$ cat src/hdl/assert_macros.svh
// ---------------------------------------------------------------------------
// Assertion macros
// Shared concurrent assertion forms used by the command framer.
// ---------------------------------------------------------------------------
`ifndef ASSERT_MACROS_SVH
`define ASSERT_MACROS_SVH

// Same-cycle implication, disabled while reset is high.
`define GCF_ASSERT_IMPLIES(lbl, clk, rst, ante, cons, msg) \
   lbl: assert property (@(posedge clk) disable iff (rst) (ante) |-> (cons)) \
      else $error(msg);

// Next-cycle implication, disabled while reset is high.
`define GCF_ASSERT_NEXT(lbl, clk, rst, ante, cons, msg) \
   lbl: assert property (@(posedge clk) disable iff (rst) (ante) |=> (cons)) \
      else $error(msg);

`endif

$ cat src/hdl/gcf_pkg.sv
// ---------------------------------------------------------------------------
// gcf_pkg
// Types and constants shared by the gimbal command framer modules.
// ---------------------------------------------------------------------------
`default_nettype none

package gcf_pkg;

   localparam int BYTE_W    = 8;
   localparam int ANGLE_W   = 28;
   localparam int SPEED_W   = 16;
   localparam int TIME_W    = 32;
   localparam int MAG_W     = 28;
   localparam int PROD_W    = MAG_W + BYTE_W;     // magnitude times scale
   localparam int DIVD_W    = PROD_W - 2;         // product divided by four
   localparam int RECIP_W   = 30;
   localparam int QUOT_W    = 30;
   localparam int PART_LO_W = 17;
   localparam int PART_HI_W = DIVD_W - PART_LO_W;
   localparam int PART_W    = PART_LO_W + RECIP_W;
   localparam int SUM_W     = PART_W + PART_LO_W;
   localparam int FRAME_MAX = 9;
   localparam int LEN_W     = 4;
   localparam int CSR_IDX_W = 2;

   localparam logic [BYTE_W-1:0] FRAME_HEAD = 8'h7A;
   localparam logic [BYTE_W-1:0] FRAME_TAIL = 8'h7B;
   localparam logic [BYTE_W-1:0] FN_SPEED   = 8'h01;
   localparam logic [BYTE_W-1:0] FN_MULTI   = 8'h02;
   localparam logic [BYTE_W-1:0] FN_SINGLE  = 8'h03;

   localparam logic MODE_TARGET = 1'b0;
   localparam logic MODE_POLL   = 1'b1;

   // 359.9 degrees and 0.05 degree, in hundredths of a degree.
   localparam logic signed [ANGLE_W-1:0] PITCH_MAX_CD = 28'sd35990;
   localparam logic signed [ANGLE_W:0]   DEADBAND_CD  = 29'sd5;
   localparam logic signed [ANGLE_W:0]   NEG_DEADBAND = -29'sd5;

   // floor(2^34 / 25): dividing by 100 is a shift by two and a divide by 25.
   localparam logic [RECIP_W-1:0] RECIP_25   = 30'd687194767;
   localparam int                 RECIP_SHFT = 34;
   localparam logic [QUOT_W-1:0]  PITCH_SAT  = 30'd65535;

   typedef enum logic [CSR_IDX_W-1:0] {
      CSR_YAW_ID        = 2'd0,
      CSR_PITCH_ID      = 2'd1,
      CSR_ANGLE_SCALE   = 2'd2,
      CSR_SEND_INTERVAL = 2'd3
   } csr_index_type;

   typedef struct packed {
      logic [BYTE_W-1:0] yaw_id;
      logic [BYTE_W-1:0] pitch_id;
      logic [BYTE_W-1:0] angle_scale;
      logic [BYTE_W-1:0] send_interval;
   } cfg_type;

   typedef enum logic [1:0] {
      DESC_SPEED = 2'd0,
      DESC_YAW   = 2'd1,
      DESC_PITCH = 2'd2
   } desc_kind_type;

   // One frame to send, as decided by the front end.
   typedef struct packed {
      desc_kind_type      kind;
      logic [BYTE_W-1:0]  id;
      logic               neg;
      logic [MAG_W-1:0]   mag;
      logic [SPEED_W-1:0] speed;
   } desc_type;

   typedef struct packed {
      logic full;
      logic empty;
   } queue_stat_type;

endpackage

`default_nettype wire

$ cat src/hdl/gcf_if.sv
// ---------------------------------------------------------------------------
// Channel interfaces
// Valid/ready channels for target and poll words in and frame bytes out.
// ---------------------------------------------------------------------------
`default_nettype none

interface gcf_req_if;
   import gcf_pkg::*;

   logic                      valid;
   logic                      ready;
   logic                      mode;
   logic signed [ANGLE_W-1:0] yaw_angle;
   logic signed [ANGLE_W-1:0] pitch_angle;
   logic signed [SPEED_W-1:0] speed;
   logic [TIME_W-1:0]         now_ms;

   modport source (output valid, mode, yaw_angle, pitch_angle, speed, now_ms,
                   input ready);
   modport sink (input valid, mode, yaw_angle, pitch_angle, speed, now_ms,
                 output ready);
endinterface

interface gcf_rsp_if;
   import gcf_pkg::*;

   logic              valid;
   logic              ready;
   logic [BYTE_W-1:0] tx_byte;
   logic              frame_end;

   modport source (output valid, tx_byte, frame_end, input ready);
   modport sink (input valid, tx_byte, frame_end, output ready);
endinterface

`default_nettype wire

$ cat src/hdl/gcf_front.sv
// ---------------------------------------------------------------------------
// gcf_front
// Accepts target and poll words, keeps the per-motor schedule and pushes
// one frame descriptor for each frame that a poll decides to send.
// ---------------------------------------------------------------------------
`default_nettype none

module gcf_front (
   input  wire logic                    clock,
   input  wire logic                    reset,
   gcf_req_if.sink                      req,
   input  wire gcf_pkg::cfg_type        cfg,
   input  wire gcf_pkg::queue_stat_type q_stat,
   output logic                         push,
   output gcf_pkg::desc_type            push_desc
);
   import gcf_pkg::*;

   typedef enum logic [1:0] {
      PH_SPEED = 2'd0,
      PH_ANGLE = 2'd1,
      PH_DONE  = 2'd2
   } phase_type;

   logic [TIME_W-1:0]         last_send_ff, last_send_in;
   logic                      serve_pitch_ff, serve_pitch_in;
   logic                      pending_ff [2];
   logic                      pending_in [2];
   logic [1:0]                phase_ff [2];
   logic [1:0]                phase_in [2];
   logic signed [SPEED_W-1:0] goal_speed_ff [2];
   logic signed [SPEED_W-1:0] goal_speed_in [2];
   logic signed [SPEED_W-1:0] sent_speed_ff [2];
   logic signed [SPEED_W-1:0] sent_speed_in [2];
   logic signed [ANGLE_W-1:0] goal_angle_ff [2];
   logic signed [ANGLE_W-1:0] goal_angle_in [2];
   logic signed [ANGLE_W-1:0] sent_angle_ff [2];
   logic signed [ANGLE_W-1:0] sent_angle_in [2];

   logic                      accept;
   logic                      m;
   logic [TIME_W-1:0]         elapsed;
   logic                      interval_ok;
   logic signed [ANGLE_W-1:0] goal_cd;
   logic [ANGLE_W-1:0]        goal_bits;
   logic signed [ANGLE_W:0]   angle_diff;
   logic                      angle_moved;
   logic [MAG_W-1:0]          yaw_mag;
   logic [MAG_W-1:0]          pitch_mag;

   assign req.ready = !q_stat.full;
   assign accept    = req.valid && req.ready;
   assign m         = serve_pitch_ff;

   always_comb begin
      elapsed     = req.now_ms - last_send_ff;
      interval_ok = elapsed >= TIME_W'(cfg.send_interval);
      goal_cd     = goal_angle_ff[m];
      goal_bits   = goal_cd;
      angle_diff  = {goal_cd[ANGLE_W-1], goal_cd}
                    - {sent_angle_ff[m][ANGLE_W-1], sent_angle_ff[m]};
      angle_moved = (angle_diff >= DEADBAND_CD) || (angle_diff <= NEG_DEADBAND);
      yaw_mag     = goal_bits[ANGLE_W-1] ? (MAG_W'(0) - goal_bits) : goal_bits;
      if (goal_cd < 0) begin
         pitch_mag = '0;
      end else if (goal_cd > PITCH_MAX_CD) begin
         pitch_mag = PITCH_MAX_CD;
      end else begin
         pitch_mag = goal_bits;
      end
   end

   always_comb begin
      last_send_in   = last_send_ff;
      serve_pitch_in = serve_pitch_ff;
      pending_in     = pending_ff;
      phase_in       = phase_ff;
      goal_speed_in  = goal_speed_ff;
      sent_speed_in  = sent_speed_ff;
      goal_angle_in  = goal_angle_ff;
      sent_angle_in  = sent_angle_ff;

      push            = 1'b0;
      push_desc.kind  = DESC_SPEED;
      push_desc.id    = m ? cfg.pitch_id : cfg.yaw_id;
      push_desc.neg   = 1'b0;
      push_desc.mag   = m ? pitch_mag : yaw_mag;
      push_desc.speed = goal_speed_ff[m];

      if (accept) begin
         if (req.mode == MODE_TARGET) begin
            goal_angle_in[0] = req.yaw_angle;
            goal_angle_in[1] = req.pitch_angle;
            goal_speed_in[0] = req.speed;
            goal_speed_in[1] = req.speed;
            pending_in[0]    = 1'b1;
            pending_in[1]    = 1'b1;
         end else if (interval_ok) begin
            // The turn passes to the other motor even when this one is idle.
            serve_pitch_in = !serve_pitch_ff;
            if (pending_ff[m]) begin
               last_send_in = req.now_ms;
               unique case (phase_type'(phase_ff[m]))
                  PH_SPEED: begin
                     phase_in[m] = PH_ANGLE;
                     if (goal_speed_ff[m] != sent_speed_ff[m]) begin
                        sent_speed_in[m] = goal_speed_ff[m];
                        push             = 1'b1;
                     end
                  end
                  PH_ANGLE: begin
                     phase_in[m] = PH_DONE;
                     if (angle_moved) begin
                        sent_angle_in[m] = goal_cd;
                        push             = 1'b1;
                        push_desc.kind   = m ? DESC_PITCH : DESC_YAW;
                        push_desc.neg    = m ? 1'b0 : goal_bits[ANGLE_W-1];
                     end
                  end
                  default: begin
                     pending_in[m] = 1'b0;
                     phase_in[m]   = PH_SPEED;
                  end
               endcase
            end
         end
      end
   end

   always_ff @(posedge clock) begin
      if (reset) begin
         last_send_ff   <= '0;
         serve_pitch_ff <= 1'b0;
         for (int i = 0; i < 2; i++) begin
            pending_ff[i]    <= 1'b0;
            phase_ff[i]      <= PH_SPEED;
            goal_speed_ff[i] <= '0;
            sent_speed_ff[i] <= '0;
            goal_angle_ff[i] <= '0;
            sent_angle_ff[i] <= '0;
         end
      end else begin
         last_send_ff   <= last_send_in;
         serve_pitch_ff <= serve_pitch_in;
         pending_ff     <= pending_in;
         phase_ff       <= phase_in;
         goal_speed_ff  <= goal_speed_in;
         sent_speed_ff  <= sent_speed_in;
         goal_angle_ff  <= goal_angle_in;
         sent_angle_ff  <= sent_angle_in;
      end
   end

endmodule

`default_nettype wire

$ cat src/hdl/gcf_queue.sv
// ---------------------------------------------------------------------------
// gcf_queue
// Small first-in first-out buffer of frame descriptors between the front
// and back ends.
// ---------------------------------------------------------------------------
`default_nettype none

module gcf_queue #(
   parameter int DEPTH = 4
) (
   input  wire logic                    clock,
   input  wire logic                    reset,
   input  wire logic                    push,
   input  wire gcf_pkg::desc_type       push_desc,
   input  wire logic                    pop,
   output gcf_pkg::desc_type            pop_desc,
   output gcf_pkg::queue_stat_type      stat
);
   import gcf_pkg::*;

   localparam int PTR_W = (DEPTH > 1) ? $clog2(DEPTH) : 1;
   localparam int CNT_W = $clog2(DEPTH + 1);

   desc_type         slot_ff [DEPTH];
   logic [PTR_W-1:0] wr_ptr_ff, wr_ptr_in;
   logic [PTR_W-1:0] rd_ptr_ff, rd_ptr_in;
   logic [CNT_W-1:0] count_ff, count_in;

   assign stat.full  = (count_ff == CNT_W'(DEPTH));
   assign stat.empty = (count_ff == '0);
   assign pop_desc   = slot_ff[rd_ptr_ff];

   always_comb begin
      wr_ptr_in = wr_ptr_ff;
      rd_ptr_in = rd_ptr_ff;
      count_in  = count_ff;
      if (push) begin
         wr_ptr_in = (wr_ptr_ff == PTR_W'(DEPTH - 1)) ? '0 : wr_ptr_ff + 1'b1;
      end
      if (pop) begin
         rd_ptr_in = (rd_ptr_ff == PTR_W'(DEPTH - 1)) ? '0 : rd_ptr_ff + 1'b1;
      end
      if (push && !pop) begin
         count_in = count_ff + 1'b1;
      end else if (pop && !push) begin
         count_in = count_ff - 1'b1;
      end
   end

   always_ff @(posedge clock) begin
      if (push) begin
         slot_ff[wr_ptr_ff] <= push_desc;
      end
      if (reset) begin
         wr_ptr_ff <= '0;
         rd_ptr_ff <= '0;
         count_ff  <= '0;
      end else begin
         wr_ptr_ff <= wr_ptr_in;
         rd_ptr_ff <= rd_ptr_in;
         count_ff  <= count_in;
      end
   end

endmodule

`default_nettype wire

$ cat src/hdl/gcf_back.sv
// ---------------------------------------------------------------------------
// gcf_back
// Takes frame descriptors from the queue, scales angles to motor units,
// assembles the frame with its check byte and sends it one byte per word.
// ---------------------------------------------------------------------------
`default_nettype none

module gcf_back (
   input  wire logic                    clock,
   input  wire logic                    reset,
   input  wire logic [gcf_pkg::BYTE_W-1:0] angle_scale,
   input  wire gcf_pkg::queue_stat_type q_stat,
   input  wire gcf_pkg::desc_type       pop_desc,
   output logic                         pop,
   gcf_rsp_if.source                    rsp
);
   import gcf_pkg::*;

   typedef enum logic [2:0] {
      ST_IDLE  = 3'd0,
      ST_MUL   = 3'd1,
      ST_RECIP = 3'd2,
      ST_EST   = 3'd3,
      ST_FIX   = 3'd4,
      ST_BUILD = 3'd5,
      ST_SEND  = 3'd6
   } state_type;

   state_type          state_ff, state_in;
   desc_type           desc_ff, desc_in;
   logic [PROD_W-1:0]  prod_ff, prod_in;
   logic [DIVD_W-1:0]  divd_ff, divd_in;
   logic [PART_W-1:0]  part_hi_ff, part_hi_in;
   logic [PART_W-1:0]  part_lo_ff, part_lo_in;
   logic [QUOT_W-1:0]  quot_ff, quot_in;
   logic [BYTE_W-1:0]  frame_ff [FRAME_MAX];
   logic [BYTE_W-1:0]  frame_in [FRAME_MAX];
   logic [LEN_W-1:0]   remain_ff, remain_in;
   logic               rsp_valid_ff, rsp_valid_in;
   logic [BYTE_W-1:0]  rsp_byte_ff, rsp_byte_in;
   logic               rsp_end_ff, rsp_end_in;

   logic               slot_free;
   logic [SUM_W-1:0]   est_sum;
   logic [DIVD_W:0]    quot_x25;
   logic [DIVD_W:0]    rem;
   logic [TIME_W-1:0]  yaw_value;
   logic [SPEED_W-1:0] short_value;
   logic [BYTE_W-1:0]  fn_code;
   logic [BYTE_W-1:0]  check;

   assign slot_free     = !rsp_valid_ff || rsp.ready;
   assign pop           = (state_ff == ST_IDLE) && !q_stat.empty;
   assign rsp.valid     = rsp_valid_ff;
   assign rsp.tx_byte   = rsp_byte_ff;
   assign rsp.frame_end = rsp_end_ff;

   // Scaling datapath: |cd| * scale / 100 as (product >> 2) / 25 through a
   // truncated reciprocal, which lands on the quotient or one below it.
   always_comb begin
      prod_in    = PROD_W'(desc_ff.mag) * PROD_W'(angle_scale);
      divd_in    = prod_ff[PROD_W-1:2];
      part_hi_in = PART_W'(divd_in[DIVD_W-1:PART_LO_W]) * PART_W'(RECIP_25);
      part_lo_in = PART_W'(divd_in[PART_LO_W-1:0]) * PART_W'(RECIP_25);
      est_sum    = {part_hi_ff, {PART_LO_W{1'b0}}} + SUM_W'(part_lo_ff);
      quot_x25   = ((DIVD_W + 1)'(quot_ff) << 4) + ((DIVD_W + 1)'(quot_ff) << 3)
                   + (DIVD_W + 1)'(quot_ff);
      rem        = (DIVD_W + 1)'(divd_ff) - quot_x25;
      yaw_value  = desc_ff.neg ? (TIME_W'(0) - TIME_W'(quot_ff)) : TIME_W'(quot_ff);
      if (desc_ff.kind == DESC_SPEED) begin
         short_value = desc_ff.speed;
      end else if (quot_ff > PITCH_SAT) begin
         short_value = '1;
      end else begin
         short_value = quot_ff[SPEED_W-1:0];
      end
   end

   always_comb begin
      unique case (desc_ff.kind)
         DESC_YAW:   fn_code = FN_MULTI;
         DESC_PITCH: fn_code = FN_SINGLE;
         default:    fn_code = FN_SPEED;
      endcase
      if (desc_ff.kind == DESC_YAW) begin
         check = FRAME_HEAD ^ desc_ff.id ^ fn_code ^ yaw_value[31:24]
                 ^ yaw_value[23:16] ^ yaw_value[15:8] ^ yaw_value[7:0];
      end else begin
         check = FRAME_HEAD ^ desc_ff.id ^ fn_code ^ short_value[15:8]
                 ^ short_value[7:0];
      end
   end

   always_comb begin
      state_in     = state_ff;
      desc_in      = desc_ff;
      quot_in      = quot_ff;
      frame_in     = frame_ff;
      remain_in    = remain_ff;
      rsp_valid_in = rsp_valid_ff;
      rsp_byte_in  = rsp_byte_ff;
      rsp_end_in   = rsp_end_ff;

      if (slot_free) begin
         rsp_valid_in = 1'b0;
      end

      unique case (state_ff)
         ST_IDLE: begin
            if (pop) begin
               desc_in  = pop_desc;
               state_in = (pop_desc.kind == DESC_SPEED) ? ST_BUILD : ST_MUL;
            end
         end
         ST_MUL: begin
            state_in = ST_RECIP;
         end
         ST_RECIP: begin
            state_in = ST_EST;
         end
         ST_EST: begin
            quot_in  = est_sum[SUM_W-1:RECIP_SHFT];
            state_in = ST_FIX;
         end
         ST_FIX: begin
            if (rem >= (DIVD_W + 1)'(25)) begin
               quot_in = quot_ff + 1'b1;
            end
            state_in = ST_BUILD;
         end
         ST_BUILD: begin
            frame_in[0] = FRAME_HEAD;
            frame_in[1] = desc_ff.id;
            frame_in[2] = fn_code;
            if (desc_ff.kind == DESC_YAW) begin
               frame_in[3] = yaw_value[31:24];
               frame_in[4] = yaw_value[23:16];
               frame_in[5] = yaw_value[15:8];
               frame_in[6] = yaw_value[7:0];
               frame_in[7] = check;
               frame_in[8] = FRAME_TAIL;
               remain_in   = LEN_W'(9);
            end else begin
               frame_in[3] = short_value[15:8];
               frame_in[4] = short_value[7:0];
               frame_in[5] = check;
               frame_in[6] = FRAME_TAIL;
               frame_in[7] = '0;
               frame_in[8] = '0;
               remain_in   = LEN_W'(7);
            end
            state_in = ST_SEND;
         end
         ST_SEND: begin
            if (slot_free) begin
               rsp_valid_in = 1'b1;
               rsp_byte_in  = frame_ff[0];
               rsp_end_in   = (remain_ff == LEN_W'(1));
               for (int i = 0; i < FRAME_MAX - 1; i++) begin
                  frame_in[i] = frame_ff[i + 1];
               end
               frame_in[FRAME_MAX-1] = '0;
               remain_in = remain_ff - 1'b1;
               if (remain_ff == LEN_W'(1)) begin
                  state_in = ST_IDLE;
               end
            end
         end
         default: begin
            state_in = ST_IDLE;
         end
      endcase
   end

   always_ff @(posedge clock) begin
      desc_ff     <= desc_in;
      prod_ff     <= prod_in;
      divd_ff     <= divd_in;
      part_hi_ff  <= part_hi_in;
      part_lo_ff  <= part_lo_in;
      quot_ff     <= quot_in;
      frame_ff    <= frame_in;
      rsp_byte_ff <= rsp_byte_in;
      rsp_end_ff  <= rsp_end_in;
      if (reset) begin
         state_ff     <= ST_IDLE;
         remain_ff    <= '0;
         rsp_valid_ff <= 1'b0;
      end else begin
         state_ff     <= state_in;
         remain_ff    <= remain_in;
         rsp_valid_ff <= rsp_valid_in;
      end
   end

endmodule

`default_nettype wire

$ cat src/hdl/gimbal_command_framer_unit.sv
// ---------------------------------------------------------------------------
// gimbal_command_framer_unit
// Two-motor command scheduler and serial framer: target and poll words in,
// command frame bytes out.
// ---------------------------------------------------------------------------
//  channel   dir  handshake      word
//  req_chan  in   valid/ready    mode, yaw/pitch angle, speed, time
//  rsp_chan  out  valid/ready    one frame byte, frame_end on the tail
//  csr_*     in   write enable   register index and 8-bit data
//
// The front end takes a word every cycle while the descriptor queue has room.
// The back end takes the descriptor, runs the scaling multiply and divide by 100
// on angle frames through the MUL, RECIP, EST and FIX states, assembles the frame
// and then sends it one byte per word.
// Reset is synchronous and clears schedule state, queue and output register.
// Either side may stall; the output register holds a word until it is taken.
`default_nettype none

`include "assert_macros.svh"

module gimbal_command_framer_unit #(
   parameter int QUEUE_DEPTH = 4
) (
   input  wire logic                          clock,
   input  wire logic                          reset,
   gcf_req_if.sink                            req_chan,
   gcf_rsp_if.source                          rsp_chan,
   input  wire logic                          csr_wr_en,
   input  wire logic [gcf_pkg::CSR_IDX_W-1:0] csr_index,
   input  wire logic [gcf_pkg::BYTE_W-1:0]    csr_wr_data
);
   import gcf_pkg::*;

   cfg_type        cfg_ff, cfg_in;
   queue_stat_type q_stat;
   desc_type       push_desc;
   desc_type       pop_desc;
   logic           q_push;
   logic           q_pop;

   always_comb begin
      cfg_in = cfg_ff;
      if (csr_wr_en) begin
         unique case (csr_index_type'(csr_index))
            CSR_YAW_ID:        cfg_in.yaw_id        = csr_wr_data;
            CSR_PITCH_ID:      cfg_in.pitch_id      = csr_wr_data;
            CSR_ANGLE_SCALE:   cfg_in.angle_scale   = csr_wr_data;
            CSR_SEND_INTERVAL: cfg_in.send_interval = csr_wr_data;
         endcase
      end
   end

   always_ff @(posedge clock) begin
      if (reset) begin
         cfg_ff.yaw_id        <= 8'd1;
         cfg_ff.pitch_id      <= 8'd2;
         cfg_ff.angle_scale   <= 8'd10;
         cfg_ff.send_interval <= 8'd1;
      end else begin
         cfg_ff <= cfg_in;
      end
   end

   gcf_front u_front (
      .clock     (clock),
      .reset     (reset),
      .req       (req_chan),
      .cfg       (cfg_ff),
      .q_stat    (q_stat),
      .push      (q_push),
      .push_desc (push_desc)
   );

   gcf_queue #(
      .DEPTH (QUEUE_DEPTH)
   ) u_queue (
      .clock     (clock),
      .reset     (reset),
      .push      (q_push),
      .push_desc (push_desc),
      .pop       (q_pop),
      .pop_desc  (pop_desc),
      .stat      (q_stat)
   );

   gcf_back u_back (
      .clock       (clock),
      .reset       (reset),
      .angle_scale (cfg_ff.angle_scale),
      .q_stat      (q_stat),
      .pop_desc    (pop_desc),
      .pop         (q_pop),
      .rsp         (rsp_chan)
   );

   `GCF_ASSERT_IMPLIES(a_no_push_full, clock, reset, q_push, !q_stat.full, "push into full queue")
   `GCF_ASSERT_IMPLIES(a_no_pop_empty, clock, reset, q_pop, !q_stat.empty, "pop from empty queue")
   `GCF_ASSERT_IMPLIES(a_end_is_tail, clock, reset, rsp_chan.valid && rsp_chan.frame_end, rsp_chan.tx_byte == FRAME_TAIL, "frame end word is not the tail byte")
   `GCF_ASSERT_NEXT(a_head_after_tail, clock, reset, rsp_chan.valid && rsp_chan.ready && rsp_chan.frame_end, !rsp_chan.valid || (rsp_chan.tx_byte == FRAME_HEAD), "word after a tail is not a head byte")

endmodule

`default_nettype wire

$ cat src/flat_wrapper.sv
// flat-port wrapper written by rule: the top's interface ports become plain ports
module gimbal_command_framer_unit_flat import gcf_pkg::*;
#(
   parameter int QUEUE_DEPTH = 4
)
  (clock, reset, csr_wr_en, csr_index, csr_wr_data, req_chan_valid, req_chan_mode, req_chan_yaw_angle, req_chan_pitch_angle, req_chan_speed, req_chan_now_ms, req_chan_ready, rsp_chan_valid, rsp_chan_tx_byte, rsp_chan_frame_end, rsp_chan_ready);
  gcf_req_if req_chan_i ();
  gcf_rsp_if rsp_chan_i ();
  input  wire logic clock;
  input  wire logic reset;
  input  wire logic csr_wr_en;
  input  wire logic [gcf_pkg::CSR_IDX_W-1:0] csr_index;
  input  wire logic [gcf_pkg::BYTE_W-1:0] csr_wr_data;
  input wire logic [$bits(req_chan_i.valid)-1:0] req_chan_valid;
  input wire logic [$bits(req_chan_i.mode)-1:0] req_chan_mode;
  input wire logic [$bits(req_chan_i.yaw_angle)-1:0] req_chan_yaw_angle;
  input wire logic [$bits(req_chan_i.pitch_angle)-1:0] req_chan_pitch_angle;
  input wire logic [$bits(req_chan_i.speed)-1:0] req_chan_speed;
  input wire logic [$bits(req_chan_i.now_ms)-1:0] req_chan_now_ms;
  output wire logic [$bits(req_chan_i.ready)-1:0] req_chan_ready;
  output wire logic [$bits(rsp_chan_i.valid)-1:0] rsp_chan_valid;
  output wire logic [$bits(rsp_chan_i.tx_byte)-1:0] rsp_chan_tx_byte;
  output wire logic [$bits(rsp_chan_i.frame_end)-1:0] rsp_chan_frame_end;
  input wire logic [$bits(rsp_chan_i.ready)-1:0] rsp_chan_ready;
  assign req_chan_i.valid = req_chan_valid;
  assign req_chan_i.mode = req_chan_mode;
  assign req_chan_i.yaw_angle = req_chan_yaw_angle;
  assign req_chan_i.pitch_angle = req_chan_pitch_angle;
  assign req_chan_i.speed = req_chan_speed;
  assign req_chan_i.now_ms = req_chan_now_ms;
  assign req_chan_ready = req_chan_i.ready;
  assign rsp_chan_valid = rsp_chan_i.valid;
  assign rsp_chan_tx_byte = rsp_chan_i.tx_byte;
  assign rsp_chan_frame_end = rsp_chan_i.frame_end;
  assign rsp_chan_i.ready = rsp_chan_ready;
  gimbal_command_framer_unit #(.QUEUE_DEPTH(QUEUE_DEPTH)) u_core (.clock(clock), .reset(reset), .req_chan(req_chan_i), .rsp_chan(rsp_chan_i), .csr_wr_en(csr_wr_en), .csr_index(csr_index), .csr_wr_data(csr_wr_data));
endmodule
$ cat config.mk
export PLATFORM = sky130hd
export DESIGN_NAME = gimbal_command_framer_unit_flat
export DESIGN_NICKNAME = d
export VERILOG_FILES = /design/src/hdl/gcf_pkg.sv /design/src/hdl/gcf_if.sv /design/src/hdl/gcf_front.sv /design/src/hdl/gcf_queue.sv /design/src/hdl/gcf_back.sv /design/src/hdl/gimbal_command_framer_unit.sv /design/src/flat_wrapper.sv
export VERILOG_INCLUDE_DIRS = /design/src /design/src/hdl
export SDC_FILE = /design/constraint.sdc
export NUM_CORES = 2
export LEC_CHECK = 0
export ABC_AREA = 1
export BUFFER_PORTS_ARGS = -buffer_cell sky130_fd_sc_hd__buf_2
export CORE_MARGIN = 10
export CORE_UTILIZATION = 27
export CTS_BUF_LIST = sky130_fd_sc_hd__clkbuf_2 sky130_fd_sc_hd__clkbuf_4 sky130_fd_sc_hd__clkbuf_8
export DETAILED_ROUTE_END_ITERATION = 8
export SLEW_MARGIN = 0
export SYNTH_ARGS = -nofsm -noshare
export SYNTH_HDL_FRONTEND = slang
export SYNTH_SLANG_ARGS = --single-unit
$ cat constraint.sdc
create_clock -name clock -period 13.4 [get_ports clock]
set_input_delay 2.68 -clock clock [delete_from_list [all_inputs] [get_ports clock]]
set_output_delay 2.68 -clock clock [all_outputs]
set_load 0.005 [all_outputs]
After elaboration in Yosys (flattened, before gate mapping)
Memory sizes are Yosys's and may differ from the RTL's. A register that Yosys moved wholly into a read port is not among the register bits.
Index checks and enable logic that the tools add are counted.
{ "op_classes": {"shift": 0, "n_eq_ne": 24, "magnitude_cmp": 9, "mux": 87, "n_mul": 3, "add_sub_neg": 14, "n_bitwise": 20, "n_reduce_logical": 38, "n_div": 0} }
{ "ops": {"columns": ["operator", "n"], "rows": [
  ["$mux W28", 11],
  ["$pmux W72 S2", 1],
  ["$mux W16", 8],
  ["$mul A17 B30 Y47 const B", 2],
  ["$mux W72", 1],
  ["$add A64 B47 Y64", 1],
  ["$pmux W30 S2", 1],
  ["$bwmux W56", 1],
  ["$xor A8 B8 Y8", 7],
  ["$mux W48", 1],
  ["$mux W2", 19],
  ["$mul A28 B8 Y36", 1],
  ["$add A34 B33 Y35", 1],
  ["$add A35 B30 Y35", 1],
  ["$ge A35 B5 Y1 const B", 1],
  ["$sub A34 B35 Y35", 1],
  ["$bwmux W32", 1],
  ["$ge A32 B8 Y1", 1],
  ["$mux W32", 1],
  ["$sub A32 B32 Y32", 1],
  ["$sub A1 B30 Y31 const A", 1],
  ["$add A30 B1 Y30 const B", 1],
  ["$gt A30 B16 Y1 const B", 1],
  ["$mux W30", 1],
  ["other kinds (52)", 129]
]} }
{ "totals": {"rom_bits": 0, "elab_cells": 240, "regBits": 576, "mem_bits_rw": 220, "latch_bits": 0, "memories": 1, "input_bits": 120} }
{ "mem_list": {"columns": ["name", "depth", "word_bits", "rd", "rd_ports_with_merged_regs", "wr", "line_no", "source"], "rows": [
  ["u_core.u_queue.slot_ff", 4, 55, 1, 1, 1, "gcf_queue.sv:24", "desc_type slot_ff [DEPTH];"]
]} }

Longest topological paths before layout
{ "depth": {"ltp_word": 17, "ltp_mapped": 34, "mapped_depth_nobuf": 31} }

Hierarchy
From an unflattened synthesis, not the netlist that was laid out.
{ "unflattened": {"hier_cells": 8518, "hier_area_um2": 66477.5} }
{ "modules_own_cells": {"columns": ["module", "cells_each", "area_per_inst_um2", "seq_area_each_um2", "n_inst"], "rows": [
  ["gcf_back", 5242, 41638.7, 7817.5, 1],
  ["gcf_front", 2484, 14875.5, 3983.8, 1],
  ["gcf_queue", 591, 8609.5, 6786.5, 1],
  ["gimbal_command_framer_unit", 201, 1353.8, 640.6, 1]
]} }

Worst setup path after synthesis
Ideal clock, no wire load.
{ "synth_timing": {"path_type": "in2reg", "start": "input port req_chan_now_ms[0]", "end": "memory u_core.u_queue.slot_ff[0][0] in the netlist's numbering, enable pin", "t_arrival_ps": 7442, "stages": 18, "setup_slack_ps": 5490, "path_cell_list": "inv_1 -> ha_1 -> inv_1 -> fa_1 -> nand3_1 -> nand3_2 -> nand2_1 -> nand2_1 -> xor2_1 -> ha_1 -> nand4_1 -> nor3_1 -> nand4_1 -> nand4_4 -> nand4_1 -> nor2_1 -> inv_1 -> nor2_1"} }
{ "synth_via": {"elab_chain_len": 7} }
{ "synth_lines": {"columns": ["item", "line_no", "source"], "rows": [
  ["start: declaration", "flat_wrapper.sv:19", "input wire logic [$bits(req_chan_i.now_ms)-1:0] req_chan_now_ms;"],
  ["$sub A32 B32 Y32", "gcf_front.sv:56", "elapsed = req.now_ms - last_send_ff;"],
  ["$ge A32 B8 Y1", "gcf_front.sv:57", "interval_ok = elapsed >= TIME_W'(cfg.send_interval);"],
  ["$mux W1", "gcf_front.sv:98", "end else if (interval_ok) begin"],
  ["$mux W1", "gcf_front.sv:91", "if (req.mode == MODE_TARGET) begin"],
  ["$mux W1", "gcf_front.sv:90", "if (accept) begin"],
  ["via u_core.q_push", "gimbal_command_framer_unit.sv:38", "logic q_push;"],
  ["$mux W1", "gcf_queue.sv:51", "if (push) begin"],
  ["$mux W1 (implied by the code)", "gcf_queue.sv:52", "slot_ff[wr_ptr_ff] <= push_desc;"],
  ["end: declaration", "gcf_queue.sv:24", null]
]} }
The timed path passes the listed nets, and every way through them passes these cells.

Worst setup path in the final report
{ "layout_timing": {"start": "register u_core.u_back.prod_ff[25]", "end": "register u_core.u_back.part_hi_ff[44]"} }
{ "layout_via": {"elab_chain_len": 1} }
{ "layout_lines": {"columns": ["item", "line_no", "source"], "rows": [
  ["start: declaration", "gcf_back.sv:31", "logic [PROD_W-1:0] prod_ff, prod_in;"],
  ["start signal: assignment", "gcf_back.sv:177", "prod_ff <= prod_in;"],
  ["$mul A17 B30 Y47", "gcf_back.sv:63", "part_hi_in = PART_W'(divd_in[DIVD_W-1:PART_LO_W]) * PART_W'(RECIP_25);"],
  ["via u_core.u_back.part_hi_in[44]", "gcf_back.sv:33", "logic [PART_W-1:0] part_hi_ff, part_hi_in;"],
  ["end signal: assignment", "gcf_back.sv:179", "part_hi_ff <= part_hi_in;"],
  ["end: declaration", "gcf_back.sv:33", null]
]} }
The timed path passes the listed nets, and every way through them passes these cells.
A chain may end at the register's enable or synchronous reset.

==> results.txt <==
Number of CTS-inserted buffers: 137
Placed wire-length estimate: 148.9 mm
Top layer in use: met5
Post CTS Setup Buffer Count: 0
H-tree depth reported by CTS: 4
Fin Clk Skew: 50.72 ps
Fmax: 159.4 MHz
Number of hold buffers added after CTS: 0
Antenna violations before repair: 16
Length of routed met3 wiring: 11.72 mm
Instance count of the mapped netlist: 7686
Number of unique standard cell types used by synthesis: 73
Pins Over Slew Limit: 0
Total via count in the routed design: 51316
Nature of the critical path endpoint: register
Vertical die dimension: 504.0 um
Most area-consuming cells after synthesis: edfxtp_1 18%, fa_1 16%, dfxtp_1 12%, ha_1 11%, nand2_1 8.8%
Cell Area, Synth: 63250 um2
Worst path arrival time: 7000 ps
Bufs on Longest Clock Path: 3
Net count, final: 8992
Clock tree from TritonCTS: done
HP Class: register to register
Number of I/O port buffers: 130
Total negative setup slack: 0 ps
List of most frequent post-synthesis cells: 1491 x nand2_1, 1404 x inv_1, 692 x nor2_1, 562 x ha_1, 523 x o21ai_0
Endpoints failing setup: 0
Number of synthesized flops with an enable pin: 379
Total of flip-flops plus latches after synthesis: 771
Ratio of cells with drive above 1 in the final layout: 6.736%
Synth warnings: 0
Total clock sinks: 771
Most frequently used cell type in the post-synthesis netlist: nand2_1
CTS Root Cell: clkbuf_8
Routed WL per cell: 17.02 um
Initial core utilization: 27.18%
Minimum clock period after layout: 6275 ps
Filler cell count: 24651
Wire length of the first global-routing pass: 294.1 mm
Area of the placeable core: 232800 um2
Cell type contributing the most total cell area after synthesis: edfxtp_1
Met2 routed WL: 85.81 mm
Proportion of netlist area held by the largest area contributor: 17.99%
Count of boundary I/O pins: 131
Nature of the critical path startpoint: register
Routed metal-1 wire length: 85.79 mm
Share of flip-flops with an asynchronous set or reset after synthesis: 0%
Iter 0 DRT Violations: 3970
Internal reg-to-reg setup slack: 7120 ps
Number of iterations in the first detailed-routing pass: 6
RePlAce Congestion: 0.9372
Largest net degree at the start of global routing: 111
Unrepaired setup endpoints after global routing: false
Synthesis-to-finish area growth: 11.28%
Number of design rule violations left after detail routing: 0
Largest fanout on the critical path: 7
Relative slew margins: 25.19%
Grt ovf: 0
Number of resized instances in the post-cts repair step: 0
Latest clock arrival within the worst-skew pair: 860 ps
Net count of the mapped netlist: 8881
Run status: completed
Die area: 254000 um2
ANT nets after route: 0
Class of the most critical setup path: register to register
Worst Max-Slew Pin Slew: 1122 ps
Max Cap Viol: 0
Horizontal extent of the die: 504.0 um
Average instance area after synthesis: 8.229 um2
Number of vias per cell after detailed routing: 4.644
Portion of the post-synthesis area used by sequential elements: 30.40%
Final Core Density: 30.24%
Total length of routed wires: 188.1 mm
Main synth FF type: dfxtp_1
GRT Util Overall: 14.32%
Required time of the critical path: 14130 ps
Via count of the first global-routing pass: 51345
Final hold vios: 0
Clock transition time at the flip-flop clock pins of the worst setup and hold paths: 60 ps
Standard-cell rows: 177
Final period util: 46.83%
layer usage:
layer,vias to the layer above,GRT usage [%]
met5,-,0
met4,14,3.734
met3,265,2.671
met2,1522,23.37
met1,24640,19.42
li1,24875,-
sequential cells by signal (all words and copies together) (netlist names), named ones only:
register,cells
u_core.u_front.m,1
u_core.u_front.goal_angle_ff,56
u_core.u_back.frame_ff,65
u_core.u_back.divd_ff,32
u_core.u_front.last_send_ff,32
u_core.u_back.quot_ff,30
u_core.u_queue.rd_ptr_ff,2
u_core.u_back.desc_ff,55
u_core.u_queue.count_ff,3
u_core.u_queue.wr_ptr_ff,2
u_core.u_back.state_ff,3
u_core.u_front.pending_ff,2
u_core.u_back.rsp.frame_end,1
u_core.u_front.sent_speed_ff,32
u_core.cfg_ff,32
u_core.u_back.part_hi_ff,47
u_core.u_front.phase_ff,2
u_core.u_back.rsp.tx_byte,8
u_core.u_front.goal_speed_ff,16
u_core.u_back.remain_ff,4
u_core.u_back.prod_ff,34
u_core.u_back.part_lo_ff,31
u_core.u_front.sent_angle_ff,56
u_core.u_queue.slot_ff,220
worst paths after layout:
| kind | endpoint | start | depth (start not counted) |
|---|---|---|---|
| worst max-delay path | u_core.u_back.part_hi_ff[44] | u_core.u_back.prod_ff[25] | 21 |
| worst min-delay path | u_core.u_back.rsp.tx_byte[0] | u_core.u_back.frame_ff[64] | 0 |
| worst max register to register | u_core.u_back.part_hi_ff[44] | u_core.u_back.prod_ff[25] | 21 |
| worst min register to register | u_core.u_back.rsp.tx_byte[0] | u_core.u_back.frame_ff[64] | 0 |
final cells by class:
type                    instances  area [um2]  area share, %
multi-input cells            5290       37820          53.72
flip-flops and latches        771       19240          27.33
inverters                    1420        5335          7.580
well taps                    3132        3919          5.568
clock buffers                 203        2512          3.569
repair buffers                177        1003          1.426
clock inverters                52       550.5         0.7822
diodes                          6       15.01        0.02133
through the flow:
| stage | instance area, um2 | setup slack, ps | hold slack (ps) | std cells |
|---|---|---|---|---|
| 6_report | 70390 | 7125 | 427.2 | 11051 |
| 4_1_cts | 70370 | 7140 | 430.4 | 11045 |
| 5_1_grt | 70380 | 6685 | 434.9 | 11047 |
| 2_1_floorplan | 63250 | 5490 | 400.3 | 7686 |
| 3_5_place_dp | 67310 | 6437 | 404.5 | 10790 |
| 3_3_place_gp | 67310 | 6416 | 408.6 | 10790 |
critical path, stage by stage (launching register included):
cell	delay, ps
dfxtp_1	690
inv_1	180
ha_1	360
inv_1	70
fa_1	530
inv_1	80
fa_1	540
inv_1	50
fa_1	480
fa_1	560
fa_1	520
ha_1	450
nand2_1	110
nor2_1	100
inv_1	60
nor4_1	430
o21ai_0	240
o2111ai_1	220
nand3_1	120
nand2_1	120
a31oi_1	100
xnor2_1	130
kinds of logic after synthesis:
kind of cell	share of synthesized area (%)
buffers and inverters	9.902
multiplexers	0.4906
XOR/XNOR	3.339
adder cells (fa/ha/maj)	27.35
flip-flops	30.40
AO/OA/AOI/OAI	10.99
AND/OR/NAND/NOR	17.52
cell usage in the layout (no fill, tap or decap), types with 14 or more instances in the layout:
| master | synthesis | routed |
|---|---|---|
| ha_1 | 562 | 562 |
| o31ai_1 | 14 | 14 |
| buf_4 | 7 | 47 |
| nand3_1 | 225 | 224 |
| a21o_1 | 17 | 17 |
| mux2i_1 | 31 | 31 |
| nand4_1 | 61 | 61 |
| inv_1 | 1404 | 1401 |
| nor2_1 | 692 | 685 |
| a21boi_0 | 16 | 16 |
| nor3_1 | 57 | 57 |
| buf_2 | 18 | 130 |
| fa_1 | 513 | 513 |
| clkinv_1 | 5 | 19 |
| a31oi_1 | 43 | 43 |
| xor2_1 | 175 | 175 |
| edfxtp_1 | 379 | 379 |
| nand2_1 | 1491 | 1491 |
| or2_2 | 31 | 31 |
| clkbuf_8 | 0 | 158 |
| o22ai_1 | 66 | 66 |
| clkbuf_4 | 0 | 45 |
| o21a_1 | 19 | 19 |
| a21oi_1 | 467 | 467 |
| o21ai_1 | 33 | 33 |
| nor2_2 | 17 | 19 |
| dfxtp_1 | 392 | 390 |
| o211ai_1 | 19 | 19 |
| xnor2_1 | 61 | 61 |
| o21ai_0 | 523 | 523 |
| nand3b_1 | 20 | 20 |
| nor4_1 | 15 | 15 |
| o21bai_1 | 16 | 16 |
Power is left out: the tool's default activity adds up to more than one toggle a clock period on the data nets, which glitch-free logic cannot reach.
